## config.mk

```make
export PLATFORM = sky130hd
export DESIGN_NAME = websocket_frame_deframer_flat
export DESIGN_NICKNAME = d
export VERILOG_FILES = /design/src/sv/wsd_pkg.sv /design/src/sv/wsd_in_if.sv /design/src/sv/wsd_out_if.sv /design/src/sv/wsd_in_stage.sv /design/src/sv/wsd_parser.sv /design/src/sv/wsd_out_stage.sv /design/src/sv/websocket_frame_deframer.sv /design/src/flat_wrapper.sv
export SDC_FILE = /design/constraint.sdc
export NUM_CORES = 1
export LEC_CHECK = 0
export BUFFER_PORTS_ARGS = -buffer_cell sky130_fd_sc_hd__buf_2
export CAP_MARGIN = 30
export CORE_AREA = 2 2 178 180
export DETAILED_ROUTE_END_ITERATION = 16
export DIE_AREA = 0 0 180 182
export PLACE_DENSITY = 0.53
export SLEW_MARGIN = 10
export SYNTH_ARGS = -nofsm -noshare
export SYNTH_HDL_FRONTEND = slang
export SYNTH_SLANG_ARGS = --single-unit
```

## constraint.sdc

```tcl
create_clock -name clk -period 3.4 [get_ports clk]
set_input_delay 0.51 -clock clk [delete_from_list [all_inputs] [get_ports clk]]
set_output_delay 0.51 -clock clk [all_outputs]
set_load 0.02 [all_outputs]
```

## src/sv/wsd_pkg.sv

```systemverilog
// Shared types and constants for the WebSocket frame deframer.
// No dependencies; imported by every module of the block.
package wsd_pkg;

  localparam int unsigned DEFAULT_LENGTH_BITS = 64;

  localparam logic [3:0] POS_START   = 4'd0;
  localparam logic [3:0] POS_LEN     = 4'd1;
  localparam logic [3:0] POS_PAYLOAD = 4'd14;
  localparam logic [3:0] POS_DRAIN   = 4'd15;

  localparam logic [3:0] OP_TEXT  = 4'h1;
  localparam logic [3:0] OP_CLOSE = 4'h8;

  localparam logic [6:0] LEN_CODE_16 = 7'd126;
  localparam logic [6:0] LEN_CODE_64 = 7'd127;

  localparam logic [3:0] HDR_BASE  = 4'd2;
  localparam logic [3:0] EXT_NONE  = 4'd0;
  localparam logic [3:0] EXT_16    = 4'd2;
  localparam logic [3:0] EXT_64    = 4'd8;
  localparam logic [3:0] KEY_BYTES = 4'd4;

  localparam logic [1:0] KIND_TEXT  = 2'd0;
  localparam logic [1:0] KIND_CLOSE = 2'd1;
  localparam logic [1:0] KIND_SHORT = 2'd2;

  typedef struct packed {
    logic [7:0] data_byte;
    logic       end_of_buffer;
  } in_beat_t;

  typedef struct packed {
    logic [1:0] result_kind;
    logic [7:0] payload_byte;
    logic       last_of_payload;
  } result_t;

endpackage

```

## src/sv/wsd_in_if.sv

```systemverilog
// Input channel of the deframer: one received byte per beat.
// No dependencies.
interface wsd_in_if;
  logic       valid;
  logic       ready;
  logic [7:0] data_byte;
  logic       end_of_buffer;

  modport source(output valid, output data_byte, output end_of_buffer, input ready);
  modport sink(input valid, input data_byte, input end_of_buffer, output ready);
endinterface

```

## src/sv/wsd_out_if.sv

```systemverilog
// Output channel of the deframer: one result per beat.
// No dependencies.
interface wsd_out_if;
  logic       valid;
  logic       ready;
  logic [1:0] result_kind;
  logic [7:0] payload_byte;
  logic       last_of_payload;

  modport source(output valid, output result_kind, output payload_byte,
                 output last_of_payload, input ready);
  modport sink(input valid, input result_kind, input payload_byte,
               input last_of_payload, output ready);
endinterface

```

## src/sv/wsd_in_stage.sv

```systemverilog
// Input register of the deframer: captures one beat from the input channel.
// Depends on wsd_pkg and wsd_in_if.
module wsd_in_stage (
  input  logic              clk,
  input  logic              rst,
  wsd_in_if.sink            in_ch,
  input  logic              advance,
  output logic              beat_valid,
  output wsd_pkg::in_beat_t beat
);
  import wsd_pkg::*;

  assign in_ch.ready = !beat_valid || advance;

  always_ff @(posedge clk) begin
    if (rst) begin
      beat_valid <= 1'b0;
    end else if (in_ch.ready) begin
      beat_valid <= in_ch.valid;
    end
  end

  always_ff @(posedge clk) begin
    if (in_ch.ready) begin
      beat.data_byte     <= in_ch.data_byte;
      beat.end_of_buffer <= in_ch.end_of_buffer;
    end
  end
endmodule

```

## src/sv/wsd_parser.sv

```systemverilog
// Frame header parser and payload unmasking; holds the per-frame state.
// Depends on wsd_pkg.
module wsd_parser #(
  parameter int unsigned LENGTH_BITS = wsd_pkg::DEFAULT_LENGTH_BITS
) (
  input  logic              clk,
  input  logic              rst,
  input  logic              fire,
  input  wsd_pkg::in_beat_t beat,
  output logic              res_valid,
  output wsd_pkg::result_t  res
);
  import wsd_pkg::*;

  logic [3:0]             pos, pos_next;
  logic [3:0]             opcode, opcode_next;
  logic                   mask_present, mask_present_next;
  logic [6:0]             length_code, length_code_next;
  logic [LENGTH_BITS-1:0] len, len_next;
  logic                   len_ovf, len_ovf_next;
  logic [31:0]            mask_key, mask_key_next;
  logic [LENGTH_BITS-1:0] idx, idx_next;

  logic [3:0]             ext_cur, ext_next, need, pos_inc;
  logic [7:0]             key_byte;
  logic                   fin;

  always_comb begin
    case (length_code)
      LEN_CODE_16: ext_cur = EXT_16;
      LEN_CODE_64: ext_cur = EXT_64;
      default:     ext_cur = EXT_NONE;
    endcase
    case (length_code_next)
      LEN_CODE_16: ext_next = EXT_16;
      LEN_CODE_64: ext_next = EXT_64;
      default:     ext_next = EXT_NONE;
    endcase
  end

  always_comb begin
    case (idx[1:0])
      2'd0:    key_byte = mask_key[31:24];
      2'd1:    key_byte = mask_key[23:16];
      2'd2:    key_byte = mask_key[15:8];
      default: key_byte = mask_key[7:0];
    endcase
    if (!mask_present) key_byte = 8'h00;
  end

  assign fin     = (idx + 1'b1) == len;
  assign pos_inc = pos + 4'd1;
  assign need    = HDR_BASE + ext_next + (mask_present_next ? KEY_BYTES : EXT_NONE);

  always_comb begin
    pos_next          = pos;
    opcode_next       = opcode;
    mask_present_next = mask_present;
    length_code_next  = length_code;
    len_next          = len;
    len_ovf_next      = len_ovf;
    mask_key_next     = mask_key;
    idx_next          = idx;
    res_valid         = 1'b0;
    res               = '0;

    if (pos == POS_DRAIN) begin
      pos_next = POS_DRAIN;
    end else if (pos == POS_PAYLOAD) begin
      res_valid           = 1'b1;
      res.result_kind     = KIND_TEXT;
      res.payload_byte    = beat.data_byte ^ key_byte;
      res.last_of_payload = fin || beat.end_of_buffer;
      idx_next            = idx + 1'b1;
      if (fin) pos_next = POS_DRAIN;
    end else begin
      if (pos == POS_START) begin
        opcode_next       = beat.data_byte[3:0];
        mask_present_next = 1'b0;
        length_code_next  = '0;
        len_next          = '0;
        len_ovf_next      = 1'b0;
        mask_key_next     = '0;
        idx_next          = '0;
      end else if (pos == POS_LEN) begin
        mask_present_next = beat.data_byte[7];
        length_code_next  = beat.data_byte[6:0];
        len_next          = (beat.data_byte[6:0] < LEN_CODE_16) ?
                            LENGTH_BITS'(beat.data_byte[6:0]) : '0;
      end else if (pos < HDR_BASE + ext_cur) begin
        len_next     = {len[LENGTH_BITS-9:0], beat.data_byte};
        len_ovf_next = len_ovf || (|len[LENGTH_BITS-1:LENGTH_BITS-8]);
      end else begin
        mask_key_next = {mask_key[23:0], beat.data_byte};
      end
      pos_next = pos_inc;
      if (pos_inc >= HDR_BASE && pos_inc == need) begin
        if (len_ovf_next) len_next = '1;
        idx_next = '0;
        if (opcode_next == OP_CLOSE) begin
          res_valid       = 1'b1;
          res.result_kind = KIND_CLOSE;
          pos_next        = POS_DRAIN;
        end else if (opcode_next == OP_TEXT && len_next != '0) begin
          pos_next = POS_PAYLOAD;
        end else begin
          pos_next = POS_DRAIN;
        end
      end else if (beat.end_of_buffer) begin
        res_valid       = 1'b1;
        res.result_kind = KIND_SHORT;
      end
    end

    if (beat.end_of_buffer) pos_next = POS_START;
  end

  always_ff @(posedge clk) begin
    if (rst) begin
      pos          <= POS_START;
      opcode       <= '0;
      mask_present <= 1'b0;
      length_code  <= '0;
      len          <= '0;
      len_ovf      <= 1'b0;
      mask_key     <= '0;
      idx          <= '0;
    end else if (fire) begin
      pos          <= pos_next;
      opcode       <= opcode_next;
      mask_present <= mask_present_next;
      length_code  <= length_code_next;
      len          <= len_next;
      len_ovf      <= len_ovf_next;
      mask_key     <= mask_key_next;
      idx          <= idx_next;
    end
  end

`ifndef SYNTHESIS
  a_payload_nonempty: assert property (@(posedge clk) disable iff (rst)
    pos == POS_PAYLOAD |-> len != '0)
    else $error("payload state with zero length");
  a_index_in_range: assert property (@(posedge clk) disable iff (rst)
    pos == POS_PAYLOAD |-> idx < len)
    else $error("payload index past frame length");
  a_eob_restarts: assert property (@(posedge clk) disable iff (rst)
    fire && beat.end_of_buffer |=> pos == POS_START)
    else $error("parser did not restart after buffer end");
  a_text_from_payload: assert property (@(posedge clk) disable iff (rst)
    res_valid && res.result_kind == KIND_TEXT |-> pos == POS_PAYLOAD)
    else $error("text byte emitted outside payload");
  a_nontext_clean: assert property (@(posedge clk) disable iff (rst)
    res_valid && res.result_kind != KIND_TEXT |->
      res.payload_byte == 8'h00 && !res.last_of_payload)
    else $error("non-text result carries payload fields");
`endif
endmodule

```

## src/sv/wsd_out_stage.sv

```systemverilog
// Result register of the deframer: holds one result until the sink takes it.
// Depends on wsd_pkg and wsd_out_if.
module wsd_out_stage (
  input  logic             clk,
  input  logic             rst,
  input  logic             fire,
  input  logic             res_valid,
  input  wsd_pkg::result_t res,
  output logic             advance,
  wsd_out_if.source        out_ch
);
  import wsd_pkg::*;

  logic    valid;
  result_t held;

  assign advance = !valid || out_ch.ready;

  always_ff @(posedge clk) begin
    if (rst) begin
      valid <= 1'b0;
    end else if (advance) begin
      valid <= fire && res_valid;
    end
  end

  always_ff @(posedge clk) begin
    if (advance) held <= res;
  end

  assign out_ch.valid           = valid;
  assign out_ch.result_kind     = held.result_kind;
  assign out_ch.payload_byte    = held.payload_byte;
  assign out_ch.last_of_payload = held.last_of_payload;
endmodule

```

## src/sv/websocket_frame_deframer.sv

```systemverilog
// WebSocket frame deframer: takes one byte per beat, at most one result per beat.
// Top level; depends on wsd_pkg, wsd_in_if, wsd_out_if, wsd_in_stage,
// wsd_parser and wsd_out_stage.
//
// One byte is accepted every cycle while the result register is free or being
// drained; each byte passes through an input register, one pass of header
// parsing and payload unmasking, and a result register. Every buffer holds one
// frame; text payload bytes come out unmasked with the last one flagged, a close
// frame gives one close result, and a buffer that ends inside its header gives a
// short-frame result. Lengths wider than LENGTH_BITS saturate. No clearing pass
// after reset.
module websocket_frame_deframer #(
  parameter int unsigned LENGTH_BITS = wsd_pkg::DEFAULT_LENGTH_BITS
) (
  input logic       clk,
  input logic       rst,
  wsd_in_if.sink    in_ch,
  wsd_out_if.source out_ch
);
  import wsd_pkg::*;

  logic     beat_valid;
  in_beat_t beat;
  logic     advance;
  logic     fire;
  logic     res_valid;
  result_t  res;

  assign fire = beat_valid && advance;

  wsd_in_stage u_in (
    .clk        (clk),
    .rst        (rst),
    .in_ch      (in_ch),
    .advance    (advance),
    .beat_valid (beat_valid),
    .beat       (beat)
  );

  wsd_parser #(
    .LENGTH_BITS (LENGTH_BITS)
  ) u_parser (
    .clk       (clk),
    .rst       (rst),
    .fire      (fire),
    .beat      (beat),
    .res_valid (res_valid),
    .res       (res)
  );

  wsd_out_stage u_out (
    .clk       (clk),
    .rst       (rst),
    .fire      (fire),
    .res_valid (res_valid),
    .res       (res),
    .advance   (advance),
    .out_ch    (out_ch)
  );
endmodule
```

## src/flat_wrapper.sv

```systemverilog
// flat-port wrapper written by rule: the top's interface ports become plain ports
module websocket_frame_deframer_flat import wsd_pkg::*;
#(
  parameter int unsigned LENGTH_BITS = wsd_pkg::DEFAULT_LENGTH_BITS
)
  (clk, rst, in_ch_valid, in_ch_data_byte, in_ch_end_of_buffer, in_ch_ready, out_ch_valid, out_ch_result_kind, out_ch_payload_byte, out_ch_last_of_payload, out_ch_ready);
  wsd_in_if in_ch_i ();
  wsd_out_if out_ch_i ();
  input logic clk;
  input logic rst;
  input wire logic [$bits(in_ch_i.valid)-1:0] in_ch_valid;
  input wire logic [$bits(in_ch_i.data_byte)-1:0] in_ch_data_byte;
  input wire logic [$bits(in_ch_i.end_of_buffer)-1:0] in_ch_end_of_buffer;
  output wire logic [$bits(in_ch_i.ready)-1:0] in_ch_ready;
  output wire logic [$bits(out_ch_i.valid)-1:0] out_ch_valid;
  output wire logic [$bits(out_ch_i.result_kind)-1:0] out_ch_result_kind;
  output wire logic [$bits(out_ch_i.payload_byte)-1:0] out_ch_payload_byte;
  output wire logic [$bits(out_ch_i.last_of_payload)-1:0] out_ch_last_of_payload;
  input wire logic [$bits(out_ch_i.ready)-1:0] out_ch_ready;
  assign in_ch_i.valid = in_ch_valid;
  assign in_ch_i.data_byte = in_ch_data_byte;
  assign in_ch_i.end_of_buffer = in_ch_end_of_buffer;
  assign in_ch_ready = in_ch_i.ready;
  assign out_ch_valid = out_ch_i.valid;
  assign out_ch_result_kind = out_ch_i.result_kind;
  assign out_ch_payload_byte = out_ch_i.payload_byte;
  assign out_ch_last_of_payload = out_ch_i.last_of_payload;
  assign out_ch_i.ready = out_ch_ready;
  websocket_frame_deframer #(.LENGTH_BITS(LENGTH_BITS)) u_core (.clk(clk), .rst(rst), .in_ch(in_ch_i), .out_ch(out_ch_i));
endmodule
```

==> flow_summary.json <==
{
  "stdcell_area_um2": 14800,
  "ir_drop_mv": 0.327,
  "die_x_um": 180,
  "cts_hold_buf": 0,
  "netlist.area_leader.share_pct": 29.5,
  "postSynthCellCount": 1552,
  "fin_util_pct": 47.8,
  "reg2reg_depth": 13,
  "grt_pass1_wl_um": 66800,
  "cts_tree": "built",
  "cts_root_buf": "clkbuf_16",
  "crit_slowest_cell": "or4_4",
  "setup_ws_ns": -0.0108,
  "synth-async-reset-ratio_pct": 0,
  "synth_area_um2": 12200,
  "dr.pass1.iters": 6,
  "setup_viol": 1,
  "dpl_cell_area_um2": 13800,
  "synth-edff-count": 20,
  "nNetsFinal": 1699,
  "synth-xor-area-share_pct": 7.56,
  "vias": 12200,
  "slowest_delay_ns": 0.49,
  "clockBufferDepth": 2,
  "numPortBuffers": 25,
  "core_area_um2": 31000,
  "die_h_um": 182,
  "yosysTopAreaCell": "dfxtp_1",
  "multi_input_area_um2": 7690,
  "syn_area_per_cell_um2": 7.83,
  "yosysWarnings": 0,
  "die-area_um2": 32800,
  "clk_pin_slew_ns": 0.08,
  "fin_crit_ns": 3.41,
  "viasPerCell": 5.86,
  "hpwlAfterDp_um": 30300,
  "reg2reg_to": "u_core.u_parser.pos[1]",
  "min_period_over_period_pct": 100,
  "worstPathRequired_ns": 3.79,
  "synthAdderAreaFrac_pct": 1.23,
  "synthesis.nets": 1577,
  "maxSlewViolCount": 0,
  "rows": 65,
  "relSlewSlack_pct": 53.7,
  "overflow": 0,
  "worstReg2RegStart": "u_core.u_parser.idx[0]",
  "ys_types": 88,
  "htreeDepth": 4,
  "leakage_nw": 5.50,
  "rsz0062_at_grt": "true",
  "worst_setup_path_start_kind": "flop",
  "drtIter0Drc": 1165,
  "synth_seq_area_share_pct": 34.4,
  "path_max_fanout": 4,
  "outcome": "finished with violations",
  "ys_top_cells_by_area": "dfxtp_1 (29%), a21oi_1 (7.5%), mux2_2 (5.3%)",
  "clock-sinks": 199,
  "holdPathEnd": "u_core.u_in.beat[7]",
  "synth_compound_area_share_pct": 17.5,
  "arrival_ns": 3.80,
  "cap_violations": 0,
  "grt_pass1_vias": 11500,
  "ant_nets": 0,
  "final_hold_viol_count": 0,
  "routed_wl_um": 42900,
  "gp_congestion": 0.944,
  "violations": "setup timing",
  "antenna_found_initial": 0,
  "syn_to_final_growth_pct": 21.9,
  "worstMarginPinSlew_ns": 0.694,
  "drc_errors": 0,
  "worstPathCellList": "ha_2, and3_4, and3_4, nand4_1, buf_4, buf_4, or3_4, a21oi_2, nand4_1, or4_4, o21bai_4, mux2_4, a21oi_2",
  "synth_top_family_by_area": "simple AND/OR/NAND/NOR gates",
  "avgRoutedWirePerCell_um": 20.5,
  "rrSetupSlack_ns": -0.01,
  "layout-drive-gt1-share_pct": 24.2,
  "antenna_cells": 0,
  "initial_core_util_pct": 39.2,
  "synth_flop_cell": "dfxtp_1",
  "fmax_ghz": 0.293,
  "fillers": 3037,
  "synthSimpleGateAreaFrac_pct": 29.2,
  "grt_use_total_pct": 25.8,
  "cts_buffers": 17,
  "hold_depth": 1,
  "worst_skew_pair.late_latency_ns": 0.48,
  "regArea_um2": 4210,
  "critPathKind": "reg2reg",
  "synthMuxAreaShare_pct": 5.48,
  "pin_count": 26,
  "hp-class": "in2reg",
  "hold_path.startpoint": "in_ch_data_byte[6]",
  "fin_skew_ns": 0.0196,
  "synth_seq_cells": 199,
  "power.density_nw_per_um2": 357,
  "grt_max_degree": 82,
  "cp-end-kind": "flop"
}
[sequential cells by signal, indices dropped and copies added, names as in the netlist]
register / flops
u_core.u_out.out_ch.payload_byte: 8
u_core.u_in.beat: 9
u_core.u_out.out_ch.last_of_payload: 1
u_core.u_parser.len_ovf: 1
u_core.u_parser.mask_key: 32
u_core.u_parser.idx: 64
u_core.u_in.beat_valid: 1
u_core.u_parser.mask_present: 1
u_core.u_parser.length_code: 7
u_core.u_out.out_ch.valid: 1
u_core.u_out.out_ch.result_kind: 2
u_core.u_parser.pos: 4
u_core.u_parser.opcode: 4
u_core.u_parser.len: 64
[routing by layer]
| metal | track usage [%] | part of all wire [%] |
|---|---|---|
| met5 | 0 | 0 |
| met4 | 7.12 | 2.4 |
| met3 | 3.49 | 6.5 |
| met2 | 41.0 | 45 |
| met1 | 36.7 | 46 |
[placed cells by master (no fill, tap or decap), types with 24 or more instances in the layout]
master	synthesis	layout
buf_2	11	24
mux2_2	57	57
nor2_1	163	161
nor4_1	40	38
nand2_1	147	146
buf_4	1	179
xnor2_1	52	51
a21oi_1	183	179
nor3_1	90	87
nand4_1	29	29
nand3_1	74	70
o21ai_0	73	70
dfxtp_1	179	161
xor2_1	53	53
[power breakdown]
part	internal, mW	total (mW)	switching (mW)	leakage [nW]
Clock	1.05	2.13	1.08	0.293
Sequential	2.43	2.53	0.109	1.69
Combinational	0.261	0.623	0.362	3.51
[stage by stage]
step / power, mW / setup WS, ns / instances / setup TNS (ns) / hold WS (ns)
2_1_floorplan: 2.94 / 0.0202 / 1552 / 0 / 0.431
3_3_place_gp: 3.16 / -0.132 / 2040 / -0.269 / 0.439
3_5_place_dp: 3.16 / -0.120 / 2040 / -0.248 / 0.450
4_1_cts: 5.29 / -0.00169 / 2074 / -0.00169 / 0.196
5_1_grt: 5.49 / -0.0445 / 2089 / -0.327 / 0.198
6_report: 5.28 / -0.0108 / 2089 / -0.0108 / 0.216
[cells in the mapped netlist (5+ instances only)]
master    count
ha_1         12
or3_1        17
mux2_2       57
nand2_1     147
edfxtp_1     20
a21oi_1     183
dfxtp_1     179
o21ai_0      73
nand3b_1      8
and4_1       10
nor4_1       40
a22oi_1       7
a211oi_1      8
nand3_1      74
nand2b_1      8
and3_1       21
nor3b_1       6
a222oi_1      8
nor2_1      163
xnor2_1      52
a311oi_1     17
nand4_1      29
a22o_1        8
xor2_1       53
clkbuf_1     92
and2_1       16
o21ai_1       5
a31oi_1      12
buf_2        11
buf_1         5
nor3_1       90
inv_1        14
or4_1        18
[worst max path at each step]
stage | from | end | slack (ns) | cells after the start
6_report | u_core.u_parser.idx[0] | u_core.u_parser.pos[1] | -0.01 | 13
5_1_grt | u_core.u_parser.pos[1] | u_core.u_parser.idx[63] | -0.04 | 19
4_1_cts | u_core.u_parser.idx[0] | u_core.u_parser.pos[1] | -0.002 | 12
3_5_place_dp | u_core.u_parser.idx[0] | u_core.u_parser.pos[1] | -0.12 | 11
3_3_place_gp | u_core.u_parser.idx[0] | u_core.u_parser.pos[1] | -0.13 | 11
2_1_floorplan | u_core.u_parser.idx[12] | u_core.u_parser.pos[1] | 0.02 | 12
[layout make-up]
class                      count  share of cell area [%]
clock inverter                13                   0.988
inverter                      14                   0.355
sequential                   199                    28.4
tap                          402                    3.39
clock buffer                  19                    3.13
multi-input combinational   1221                    51.9
timing repair buffer         221                    11.8
[worst max-delay path: cells and delay by family, from the launching register on]
kind                       cells  cell delay [ns]
adders and majority gates      1             0.17
and+or+nand+nor                6             1.64
muxes                          1             0.31
AOI/OAI and AO/OA              3             0.45
DFF                            1             0.35
buffers and inverters          2             0.41
[what timing repair did]
item | in CTS | in global routing
buffers inserted | 2 | 13
pin swaps | 7 | 24
gates resized for setup | 17 | 53
gates cloned | 0 | 2
setup endpoints to repair | 8 | 92
[kinds of logic (layout without fill, tap and decap cells)]
family,count (synthesis),count (layout)
flip-flops,199,199
adder cells (fa/ha/maj),12,12
AND/OR/NAND/NOR,687,687
multiplexers,59,59
AO/OA/AOI/OAI,358,358
XOR/XNOR,105,105
buffers and inverters,132,267
(Power assumes the default switching activity.)
